[src/hw/rtl/hscw_pkg.sv]
// Shared types, constants and codes for the segment cutter and live window.
`timescale 1ns / 1ps
package hscw_pkg;

  localparam int MAX_PIECES_DEF = 1024;
  localparam int MAX_WINDOW_DEF = 16;

  localparam logic [23:0] TARGET_MS_RST  = 24'd6000;
  localparam logic [23:0] MIN_MS_RST     = 24'd3000;
  localparam logic [23:0] MAX_MS_RST     = 24'd12000;
  localparam logic [31:0] SEG_BYTES_RST  = 32'd8388608;
  localparam logic [4:0]  WIN_COUNT_RST  = 5'd6;
  localparam logic [39:0] WIN_BYTES_RST  = 40'd67108864;
  localparam logic [23:0] TARGET_MS_DEF  = 24'd6000;
  localparam logic [4:0]  WIN_COUNT_DEF  = 5'd6;

  // floor(2^37 / 45): x / 45 for 32-bit x, low by at most one
  localparam logic [31:0] DIV45_MAGIC    = 32'd3054198966;
  localparam int          DIV45_SHIFT    = 37;
  localparam logic [6:0]  TICKS_PER_MS   = 7'd90;

  localparam logic [1:0] OP_SLICE  = 2'd0;
  localparam logic [1:0] OP_DISC   = 2'd1;
  localparam logic [1:0] OP_FINISH = 2'd2;

  localparam logic [1:0] ST_ACCEPTED = 2'd0;
  localparam logic [1:0] ST_WAIT_KEY = 2'd1;
  localparam logic [1:0] ST_CEILING  = 2'd2;
  localparam logic [1:0] ST_COMMAND  = 2'd3;

  localparam logic [2:0] CFG_TARGET_MS   = 3'd0;
  localparam logic [2:0] CFG_MIN_MS      = 3'd1;
  localparam logic [2:0] CFG_MAX_MS      = 3'd2;
  localparam logic [2:0] CFG_SEG_BYTES   = 3'd3;
  localparam logic [2:0] CFG_WIN_COUNT   = 3'd4;
  localparam logic [2:0] CFG_WIN_BYTES   = 3'd5;

  typedef struct packed {
    logic [1:0]  op;
    logic        is_video;
    logic        is_key;
    logic [32:0] dts;
    logic [23:0] slice_bytes;
    logic [11:0] psi_bytes;
  } in_item_t;

  typedef struct packed {
    logic        last;
    logic [1:0]  status;
    logic        cut_made;
    logic        cut_forced;
    logic [31:0] seg_number;
    logic [26:0] seg_ms;
    logic [31:0] seg_size;
    logic        seg_disc;
    logic [4:0]  evicted;
    logic [31:0] media_seq;
    logic [31:0] disc_seq;
    logic [4:0]  window_len;
  } out_item_t;

  typedef enum logic [3:0] {
    S_IDLE, S_DECODE, S_CHECK, S_CEIL, S_ADD, S_BYTES,
    S_CMD_END, S_DIV, S_EVICT, S_FINISH
  } state_t;

  typedef struct packed {
    logic       load;
    logic       set_status;
    logic [1:0] status;
    logic       start_seg;
    logic       cut;
    logic       cut_forced;
    logic       restart;
    logic       clr_started;
    logic       add;
    logic       set_disc;
    logic       div;
    logic       pop;
    logic       publish;
  } ctrl_cmd_t;

  typedef struct packed {
    logic [1:0] op;
    logic       started;
    logic       vkey;
    logic       cut_ok;
    logic       cond_key;
    logic       cond_max;
    logic       at_ceiling;
    logic       over_bytes;
    logic       evict_need;
    logic       out_empty;
  } dp_stat_t;

endpackage

[src/hw/rtl/hscw_ctrl.sv]
// Sequencer for one item: start, cut checks, byte add, cut/divide/evict, publish.
`timescale 1ns / 1ps
module hscw_ctrl (
  input  logic               clk,
  input  logic               rst,
  input  logic               in_valid,
  output logic               in_stall,
  output hscw_pkg::ctrl_cmd_t cmd,
  input  hscw_pkg::dp_stat_t  stat
);
  import hscw_pkg::*;

  state_t state, state_next;
  state_t ret, ret_next;

  always_ff @(posedge clk) begin
    if (rst) begin
      state <= S_IDLE;
      ret   <= S_IDLE;
    end else begin
      state <= state_next;
      ret   <= ret_next;
    end
  end

  assign in_stall = (state != S_IDLE);

  always_comb begin
    state_next = state;
    ret_next   = ret;
    unique case (state)
      S_IDLE: begin
        if (in_valid) state_next = S_DECODE;
      end
      S_DECODE: begin
        if (stat.op == OP_SLICE) begin
          if (!stat.started && !stat.vkey) state_next = S_FINISH;
          else state_next = S_CHECK;
        end else if (stat.op == OP_DISC || stat.op == OP_FINISH) begin
          if (stat.cut_ok) begin
            state_next = S_DIV;
            ret_next   = S_CMD_END;
          end else begin
            state_next = S_CMD_END;
          end
        end else begin
          state_next = S_FINISH;
        end
      end
      S_CHECK: begin
        if ((stat.cond_key || stat.cond_max) && stat.cut_ok) begin
          state_next = S_DIV;
          ret_next   = S_CEIL;
        end else begin
          state_next = S_CEIL;
        end
      end
      S_CEIL: begin
        if (stat.at_ceiling) begin
          if (stat.cut_ok) begin
            state_next = S_DIV;
            ret_next   = S_FINISH;
          end else begin
            state_next = S_FINISH;
          end
        end else begin
          state_next = S_ADD;
        end
      end
      S_ADD: state_next = S_BYTES;
      S_BYTES: begin
        if (stat.over_bytes && stat.cut_ok) begin
          state_next = S_DIV;
          ret_next   = S_FINISH;
        end else begin
          state_next = S_FINISH;
        end
      end
      S_CMD_END: state_next = S_FINISH;
      S_DIV:     state_next = S_EVICT;
      S_EVICT: begin
        if (!stat.evict_need) state_next = ret;
      end
      S_FINISH: begin
        if (stat.out_empty) state_next = S_IDLE;
      end
      default: state_next = S_IDLE;
    endcase
  end

  always_comb begin
    cmd = '0;
    unique case (state)
      S_IDLE: cmd.load = in_valid;
      S_DECODE: begin
        cmd.set_status = 1'b1;
        if (stat.op == OP_SLICE) begin
          if (!stat.started && !stat.vkey) begin
            cmd.status = ST_WAIT_KEY;
          end else begin
            cmd.status    = ST_ACCEPTED;
            cmd.start_seg = !stat.started;
          end
        end else begin
          cmd.status = ST_COMMAND;
          cmd.cut    = (stat.op == OP_DISC || stat.op == OP_FINISH) && stat.cut_ok;
        end
      end
      S_CHECK: begin
        if (stat.cond_key || stat.cond_max) begin
          cmd.cut        = stat.cut_ok;
          cmd.cut_forced = !stat.cond_key;
          cmd.restart    = 1'b1;
        end
      end
      S_CEIL: begin
        if (stat.at_ceiling) begin
          cmd.cut         = stat.cut_ok;
          cmd.cut_forced  = 1'b1;
          cmd.clr_started = 1'b1;
          cmd.set_status  = 1'b1;
          cmd.status      = ST_CEILING;
        end
      end
      S_ADD: cmd.add = 1'b1;
      S_BYTES: begin
        if (stat.over_bytes) begin
          cmd.cut         = stat.cut_ok;
          cmd.cut_forced  = 1'b1;
          cmd.clr_started = 1'b1;
        end
      end
      S_CMD_END: cmd.set_disc = (stat.op == OP_DISC);
      S_DIV:     cmd.div = 1'b1;
      S_EVICT:   cmd.pop = stat.evict_need;
      S_FINISH:  cmd.publish = stat.out_empty;
      default: ;
    endcase
  end

endmodule

[src/hw/rtl/hscw_datapath.sv]
// Segment state, window ring, cut records, divide by 90 and the output buffer.
`timescale 1ns / 1ps
module hscw_datapath #(
  parameter int MAX_PIECES = hscw_pkg::MAX_PIECES_DEF,
  parameter int MAX_WINDOW = hscw_pkg::MAX_WINDOW_DEF
) (
  input  logic                clk,
  input  logic                rst,
  input  hscw_pkg::in_item_t  in_data,
  output logic                out_valid,
  input  logic                out_stall,
  output hscw_pkg::out_item_t out_data,
  input  logic                cfg_we,
  input  logic [2:0]          cfg_index,
  input  logic [39:0]         cfg_data,
  input  hscw_pkg::ctrl_cmd_t cmd,
  output hscw_pkg::dp_stat_t  stat
);
  import hscw_pkg::*;

  localparam int RING_DEPTH = MAX_WINDOW + 1;
  localparam int HW = (RING_DEPTH > 1) ? $clog2(RING_DEPTH) : 1;
  localparam int CW = $clog2(RING_DEPTH + 1);
  localparam int PW = $clog2(MAX_PIECES + 1);

  // configuration
  logic [23:0] target_ms, min_ms, max_ms;
  logic [31:0] seg_byte_limit;
  logic [4:0]  window_count;
  logic [39:0] window_byte_limit;

  always_ff @(posedge clk) begin
    if (rst) begin
      target_ms         <= TARGET_MS_RST;
      min_ms            <= MIN_MS_RST;
      max_ms            <= MAX_MS_RST;
      seg_byte_limit    <= SEG_BYTES_RST;
      window_count      <= WIN_COUNT_RST;
      window_byte_limit <= WIN_BYTES_RST;
    end else if (cfg_we) begin
      unique case (cfg_index)
        CFG_TARGET_MS: target_ms         <= cfg_data[23:0];
        CFG_MIN_MS:    min_ms            <= cfg_data[23:0];
        CFG_MAX_MS:    max_ms            <= cfg_data[23:0];
        CFG_SEG_BYTES: seg_byte_limit    <= cfg_data[31:0];
        CFG_WIN_COUNT: window_count      <= cfg_data[4:0];
        CFG_WIN_BYTES: window_byte_limit <= cfg_data;
        default: ;
      endcase
    end
  end

  // effective limits, in 90 kHz ticks so no divide is needed to compare
  logic [23:0] tgt_eff, mn_eff;
  logic [24:0] mx_eff;
  logic [30:0] thr_min;
  logic [31:0] thr_max;
  logic [4:0]  wc_raw;
  logic [CW-1:0] wc_eff;

  always_comb begin
    tgt_eff = (target_ms == '0) ? TARGET_MS_DEF : target_ms;
    mn_eff  = (min_ms > tgt_eff) ? tgt_eff : min_ms;
    mx_eff  = (max_ms < tgt_eff) ? {tgt_eff, 1'b0} : {1'b0, max_ms};
    wc_raw  = (window_count == '0) ? WIN_COUNT_DEF : window_count;
    wc_eff  = (32'(wc_raw) > 32'(MAX_WINDOW)) ? CW'(MAX_WINDOW) : CW'(wc_raw);
  end

  always_ff @(posedge clk) begin
    thr_min <= 31'(31'(mn_eff) * 31'(TICKS_PER_MS));
    thr_max <= 32'(mx_eff) * 32'(TICKS_PER_MS);
  end

  // item and open segment
  in_item_t        item;
  logic            started, disc_pending;
  logic [32:0]     seg_start_dts, seg_end_dts;
  logic [PW-1:0]   pieces;
  logic [31:0]     open_bytes, next_seq, disc_count;
  logic [31:0]     ring_bytes [RING_DEPTH];
  logic            ring_disc  [RING_DEPTH];
  logic [HW-1:0]   head;
  logic [CW-1:0]   count;
  logic [40:0]     kept;
  logic [1:0]      status_q;

  logic [31:0] rec_seq [2];
  logic [26:0] rec_ms [2];
  logic [31:0] rec_size [2];
  logic        rec_disc [2];
  logic        rec_forced [2];
  logic [4:0]  rec_evicted [2];
  logic [1:0]  ncuts;
  logic        cur;

  logic [31:0] div_x;
  logic [63:0] div_prod;

  logic          vkey, add_psi, evict_need;
  logic [32:0]   diff;
  logic [33:0]   byte_sum;
  logic [CW:0]   tail_sum;
  logic [HW-1:0] tail, head_inc;
  logic [26:0]   q0;
  logic [31:0]   rem;

  always_comb begin
    vkey     = item.is_video & item.is_key;
    diff     = seg_end_dts - seg_start_dts;
    add_psi  = (pieces == '0) && (item.psi_bytes != '0);
    byte_sum = 34'(open_bytes) + 34'(add_psi ? item.psi_bytes : 12'd0)
             + 34'(item.slice_bytes);
    tail_sum = (CW + 1)'(head) + (CW + 1)'(count);
    if (32'(tail_sum) >= RING_DEPTH) tail = HW'(32'(tail_sum) - RING_DEPTH);
    else tail = HW'(tail_sum);
    head_inc = (32'(head) == RING_DEPTH - 1) ? '0 : HW'(head + 1'b1);
    evict_need = (count != '0) &&
                 ((count > wc_eff) ||
                  (window_byte_limit != '0 && kept > 41'(window_byte_limit)));
    q0  = div_prod[DIV45_SHIFT +: 27];
    rem = div_x - 32'(q0) * 32'd45;
  end

  always_ff @(posedge clk) begin
    if (rst) begin
      started       <= 1'b0;
      disc_pending  <= 1'b0;
      seg_start_dts <= '0;
      seg_end_dts   <= '0;
      pieces        <= '0;
      open_bytes    <= '0;
      next_seq      <= '0;
      disc_count    <= '0;
      head          <= '0;
      count         <= '0;
      kept          <= '0;
      ncuts         <= '0;
      cur           <= 1'b0;
      status_q      <= ST_ACCEPTED;
    end else begin
      if (cmd.load) begin
        item  <= in_data;
        ncuts <= '0;
      end
      if (cmd.set_status) status_q <= cmd.status;
      if (cmd.start_seg) begin
        started       <= 1'b1;
        seg_start_dts <= item.dts;
        seg_end_dts   <= item.dts;
      end
      if (cmd.cut) begin
        rec_seq[ncuts[0]]     <= next_seq;
        rec_size[ncuts[0]]    <= open_bytes;
        rec_disc[ncuts[0]]    <= disc_pending;
        rec_forced[ncuts[0]]  <= cmd.cut_forced;
        rec_evicted[ncuts[0]] <= '0;
        cur          <= ncuts[0];
        ncuts        <= ncuts + 2'd1;
        next_seq     <= next_seq + 32'd1;
        disc_pending <= 1'b0;
        div_x        <= diff[32:1];
        div_prod     <= 64'(diff[32:1]) * 64'(DIV45_MAGIC);
        if (32'(count) < RING_DEPTH) begin
          ring_bytes[tail] <= open_bytes;
          ring_disc[tail]  <= disc_pending;
          count <= count + 1'b1;
          kept  <= kept + 41'(open_bytes);
        end
        pieces        <= '0;
        open_bytes    <= '0;
        seg_start_dts <= '0;
        seg_end_dts   <= '0;
      end
      if (cmd.restart) begin
        started       <= 1'b1;
        seg_start_dts <= item.dts;
        seg_end_dts   <= item.dts;
      end
      if (cmd.clr_started) started <= 1'b0;
      if (cmd.add) begin
        open_bytes  <= byte_sum[33:32] != 2'b00 ? 32'hFFFF_FFFF : byte_sum[31:0];
        pieces      <= pieces + (add_psi ? PW'(2) : PW'(1));
        seg_end_dts <= item.dts;
      end
      if (cmd.set_disc) begin
        disc_pending <= 1'b1;
        started      <= 1'b0;
      end
      if (cmd.div) rec_ms[cur] <= (rem >= 32'd45) ? q0 + 27'd1 : q0;
      if (cmd.pop) begin
        if (ring_disc[head]) disc_count <= disc_count + 32'd1;
        kept             <= kept - 41'(ring_bytes[head]);
        head             <= head_inc;
        count            <= count - 1'b1;
        rec_evicted[cur] <= rec_evicted[cur] + 5'd1;
      end
    end
  end

  always_comb begin
    stat.op         = item.op;
    stat.started    = started;
    stat.vkey       = vkey;
    stat.cut_ok     = (pieces != '0) && (ncuts < 2'd2);
    stat.cond_key   = (pieces != '0) && vkey && (diff >= 33'(thr_min));
    stat.cond_max   = (pieces != '0) && (diff >= 33'(thr_max));
    stat.at_ceiling = (32'(pieces) >= MAX_PIECES);
    stat.over_bytes = (open_bytes > seg_byte_limit);
    stat.evict_need = evict_need;
    stat.out_empty  = !out_valid;
  end

  // output buffer: holds a finished item's results while the next one works
  logic [31:0] ob_seq [2];
  logic [26:0] ob_ms [2];
  logic [31:0] ob_size [2];
  logic        ob_disc [2];
  logic        ob_forced [2];
  logic [4:0]  ob_evicted [2];
  logic [1:0]  ob_ncuts;
  logic [1:0]  ob_status;
  logic [31:0] ob_mseq, ob_dseq;
  logic [4:0]  ob_wlen;
  logic        ob_rd;
  logic        ob_last;

  assign ob_last = (ob_ncuts <= 2'd1) || ob_rd;

  always_ff @(posedge clk) begin
    if (rst) begin
      out_valid <= 1'b0;
      ob_rd     <= 1'b0;
    end else begin
      if (cmd.publish) begin
        out_valid <= 1'b1;
        ob_rd     <= 1'b0;
      end else if (out_valid && !out_stall) begin
        if (ob_last) out_valid <= 1'b0;
        else ob_rd <= 1'b1;
      end
    end
  end

  always_ff @(posedge clk) begin
    if (cmd.publish) begin
      for (int k = 0; k < 2; k++) begin
        ob_seq[k]     <= rec_seq[k];
        ob_ms[k]      <= rec_ms[k];
        ob_size[k]    <= rec_size[k];
        ob_disc[k]    <= rec_disc[k];
        ob_forced[k]  <= rec_forced[k];
        ob_evicted[k] <= rec_evicted[k];
      end
      ob_ncuts  <= ncuts;
      ob_status <= status_q;
      ob_mseq   <= (count != '0) ? next_seq - 32'(count) : 32'd0;
      ob_dseq   <= disc_count;
      ob_wlen   <= 5'(count);
    end
  end

  always_comb begin
    out_data            = '0;
    out_data.last       = ob_last;
    out_data.status     = ob_status;
    out_data.media_seq  = ob_mseq;
    out_data.disc_seq   = ob_dseq;
    out_data.window_len = ob_wlen;
    if (ob_ncuts != '0) begin
      out_data.cut_made   = 1'b1;
      out_data.cut_forced = ob_forced[ob_rd];
      out_data.seg_number = ob_seq[ob_rd];
      out_data.seg_ms     = ob_ms[ob_rd];
      out_data.seg_size   = ob_size[ob_rd];
      out_data.seg_disc   = ob_disc[ob_rd];
      out_data.evicted    = ob_evicted[ob_rd];
    end
  end

endmodule

[src/hw/rtl/hls_segment_cut_and_window.sv]
// Top level: live segment cutter with sliding window, controller plus datapath.
`timescale 1ns / 1ps
// Takes media slices, discontinuity and finish commands one at a time and
// returns one result per finished segment (at most two) or a single status
// result. Slices waiting for a keyframe and unused ops take the shortest
// path through the sequencer and accepted slices the longest. Each cut adds
// the divide-by-90 of the duration, the window check and one eviction step
// per window entry evicted, all run by one sequencer over a shared datapath.
// Results sit in an output buffer, so the next item is taken while they
// drain; the item after that waits only if the buffer is still full at its
// end. Configuration writes are registered; the minimum and maximum
// durations also pass through registered tick thresholds.
module hls_segment_cut_and_window #(
  parameter int MAX_PIECES = hscw_pkg::MAX_PIECES_DEF,
  parameter int MAX_WINDOW = hscw_pkg::MAX_WINDOW_DEF
) (
  input  logic                clk,
  input  logic                rst,
  input  logic                in_valid,
  output logic                in_stall,
  input  hscw_pkg::in_item_t  in_data,
  output logic                out_valid,
  input  logic                out_stall,
  output hscw_pkg::out_item_t out_data,
  input  logic                cfg_we,
  input  logic [2:0]          cfg_index,
  input  logic [39:0]         cfg_data
);
  import hscw_pkg::*;

  ctrl_cmd_t cmd;
  dp_stat_t  stat;

  hscw_ctrl u_ctrl (
    .clk      (clk),
    .rst      (rst),
    .in_valid (in_valid),
    .in_stall (in_stall),
    .cmd      (cmd),
    .stat     (stat)
  );

  hscw_datapath #(
    .MAX_PIECES (MAX_PIECES),
    .MAX_WINDOW (MAX_WINDOW)
  ) u_dp (
    .clk       (clk),
    .rst       (rst),
    .in_data   (in_data),
    .out_valid (out_valid),
    .out_stall (out_stall),
    .out_data  (out_data),
    .cfg_we    (cfg_we),
    .cfg_index (cfg_index),
    .cfg_data  (cfg_data),
    .cmd       (cmd),
    .stat      (stat)
  );

endmodule

[config.mk]
export PLATFORM = sky130hd
export DESIGN_NAME = hls_segment_cut_and_window
export DESIGN_NICKNAME = d
export VERILOG_FILES = /design/src/hw/rtl/hscw_pkg.sv /design/src/hw/rtl/hscw_ctrl.sv /design/src/hw/rtl/hscw_datapath.sv /design/src/hw/rtl/hls_segment_cut_and_window.sv
export SDC_FILE = /design/constraint.sdc
export NUM_CORES = 2
export LEC_CHECK = 0
export BUFFER_PORTS_ARGS = -buffer_cell sky130_fd_sc_hd__buf_2
export CAP_MARGIN = 0
export CELL_PAD_IN_SITES_DETAIL_PLACEMENT = 1
export CELL_PAD_IN_SITES_GLOBAL_PLACEMENT = 1
export CORE_MARGIN = 4
export CORE_UTILIZATION = 52
export DETAILED_ROUTE_END_ITERATION = 6
export GPL_ROUTABILITY_DRIVEN = 0
export HOLD_SLACK_MARGIN = 0.06
export PLACE_DENSITY_LB_ADDON = 0.1
export SLEW_MARGIN = 10
export SYNTH_ARGS = -nofsm -noshare
export SYNTH_HDL_FRONTEND = slang
export SYNTH_SLANG_ARGS = --single-unit
[constraint.sdc]
create_clock -name clk -period 16.05 [get_ports clk]
set_input_delay 1.605 -clock clk [delete_from_list [all_inputs] [get_ports clk]]
set_output_delay 1.605 -clock clk [all_outputs]
set_load 0.02 [all_outputs]
==> flow_summary.yaml <==
status:
  outcome: "complete, no violations"
final_layout:
  layout_commonest_cell: "edfxtp_1"
  syn_to_final_growth_pct: 11.24
  drive_gt1_share_pct: 12.05
  final_util_pct: 58.36
  final_cell_mix: "edfxtp_1 (1158), inv_1 (1144), ha_1 (849), fa_1 (530), nor2_1 (528)"
  layout.nets: 9844
clocking:
  cts_setup_buffers: 0
  cts_made_buffers: 172
  ctsResizeCount: 0
  cts_tree: "yes"
  htreeDepth: 4
  cts-hold-fix-buffers: 0
  root_buffer: "clkbuf_16"
  clock_sinks: 1616
  insertion_delay_ps: 840
  path_clk_slew_ps: 60
  cts_buffer_depth: 3
route:
  drt_iter0_drc: 4465
  avgRoutedWirePerCell_microns: 25.80
  wl_mm: 280.3
  firstDrtPassIters: 7
  viasPerCell: 5.858
  drc: 0
  vias: 63640
  drtAntennaViolNets: 0
logic_synthesis:
  synth-seq-area-share_pct: 46.19
  synth_edf_count: 1158
  synthTopCellsByArea: "edfxtp_1 (37%), ha_1 (11%), fa_1 (11%)"
  synth_area_per_cell_sq_um: 11.88
  synth-seq-cells: 1616
  yosysTopAreaCell: "edfxtp_1"
  synthCells: 8005
  synthArstFlopShare_pct: 0
  yosysWarnings: 0
  syn_nets: 9505
  synth_top_area_share_pct: 36.55
  synth_ff_type: "edfxtp_1"
  yosysUniqueCellTypes: 98
  syn_area_sq_um: 95140
timing:
  finalMaxSlewViolations: 0
  worst_pin_slew_ps: 1295
  min_period_ps: 11600
  fmax_mhz: 86.18
  clock_skew_ps: 48.53
  finalSetupViolCount: 0
  whs_ps: 396.6
  maxSlewHeadroom_pct: 12.55
  final-hold-violation-count: 0
  finalCritPeriodShare_pct: 72.30
  grt_setup_unrepaired: "false"
  tns_ps: 0
run:
  drv_cap: 0
die:
  die-area_sq_um: 189900
  row_count: 156
  io_pins: 294
  initial_core_util_pct: 52.47
  die_h_microns: 435.7
  coreArea_sq_um: 181300
  die_w_microns: 435.7
hold_path:
  holdCritPathClass: "register to register"
worst_setup_path:
  critical_path.max_stage_delay_ps: 670
  cp_slowest_cell: "a211oi_1"
  crit_type: "register to register"
  critical_path_arrival_ps: 12220
  cp_max_fo: 8
  worst_ep_required_time_ps: 16670
  endpoint_kind: "register"
  path_buf_inv: 6
  start_kind: "register"
  cp_common_cell: "fa_1"
  path_delay_family: "compound AO/OA/AOI/OAI gates"
global_route:
  grt_overflow: 0
  antenna_found_initial: 31
  grt_pass1_vias: 69220
  gr-usage-all-layers_pct: 29.65
  grt_max_degree: 87
  grt_pass1_wl_mm: 429.5
placed_design:
  place_hpwl_mm: 210.1
  io_buffers: 293
==> sequential cells by signal (all words and copies together) (netlist names), 30 cells and up, named ones only <==
name and count:
u_dp.seg_end_dts 33, u_dp.ring_bytes 544, u_dp.ob_mseq 32, u_dp.rec_seq 64, u_dp.seg_byte_limit 32, u_dp.thr_min 30, u_dp.seg_start_dts 33, u_dp.next_seq 32
u_dp.ob_size 64, u_dp.rec_ms 54, u_dp.ob_seq 64, u_dp.open_bytes 32, u_dp.window_byte_limit 40, u_dp.item 71, u_dp.kept 41, u_dp.ob_dseq 32
u_dp.disc_count 32, u_dp.div_x 32, u_dp.rec_size 64, u_dp.thr_max 31, u_dp.ob_ms 54
==> worst reg2reg max path, delay by kind of cell (launching register included) <==
family | cells | cell delay (ps)
AO/OA/AOI/OAI | 20 | 5440
AND/OR/NAND/NOR | 4 | 640
XOR/XNOR | 1 | 150
flip-flops | 1 | 290
buffers and inverters | 6 | 550
adder cells (fa/ha/maj) | 10 | 4320
==> cell usage after synthesis (all sizes together), types with 135 or more instances <==
cell and n:
fa 530, xnor2 199, dfxtp 458, mux2i 223, o21ai 184, clkbuf 182, edfxtp 1158, mux4 165
a21oi 400, nand2 511, a21o 135, nor2 550, inv 1145, ha 849
==> cells by family (layout without fill, tap and decap cells) <==
family / count (synthesis) / count (layout) / synth area share [%]
xor gates and xnor gates: 298 / 298 / 2.751
adders and majority gates: 1379 / 1379 / 22.32
AOI/OAI and AO/OA: 1101 / 1101 / 7.454
buffers and inverters: 1393 / 1875 / 5.587
DFF: 1616 / 1616 / 46.19
muxes: 459 / 459 / 7.093
and+or+nand+nor: 1759 / 1759 / 8.608
other: 0 / 8 / 0
==> layout make-up <==
type                            instances  area (sq um)
Sequential cell                      1616         43960
Clock buffer                          203          4513
Antenna cell                            8         20.02
Fill cell                           18520         75500
Clock inverter                        114          1516
Tap cell                             2370          2965
Inverter                             1145          4298
Multi-Input combinational cell       4996         46170
Timing Repair Buffer                  413          2390
==> routing by layer <==
layer | up-vias | GRT usage [%] | part of all wire, %
li1 | 28680 | - | -
met1 | 32710 | 38.48 | 41
met2 | 1800 | 51.12 | 50
met3 | 453 | 4.183 | 5.1
met4 | 6 | 10.37 | 3.7
met5 | - | 0 | 0.016
==> final timing paths <==
kind	from	to	slack (ps)	cells after the start
setup reg to reg	u_dp.seg_end_dts[0]$_SDFFE_PP0P_	u_dp.div_prod[62]$_DFFE_PP_	4450	41
setup / recovery	u_dp.seg_end_dts[0]$_SDFFE_PP0P_	u_dp.div_prod[62]$_DFFE_PP_	4450	41
hold reg to reg	u_dp.rec_ms[1][6]$_DFFE_PP_	u_dp.ob_ms[1][6]$_DFFE_PP_	400	0
hold / removal	u_dp.rec_ms[1][6]$_DFFE_PP_	u_dp.ob_ms[1][6]$_DFFE_PP_	400	0
==> stage by stage <==
step / cells / instance area, sq um / worst slack (ps)
after global placement: 10540 / 99760 / 4968
after detailed placement: 10540 / 99760 / 4603
final: 10870 / 105800 / 4446
after CTS: 10860 / 105800 / 4524
after global routing: 10860 / 105800 / 3795
after floorplan: 8005 / 95140 / 2961
Power is left out: the tool's default activity adds up to more than one toggle a clock period on the data nets, which glitch-free logic cannot reach.
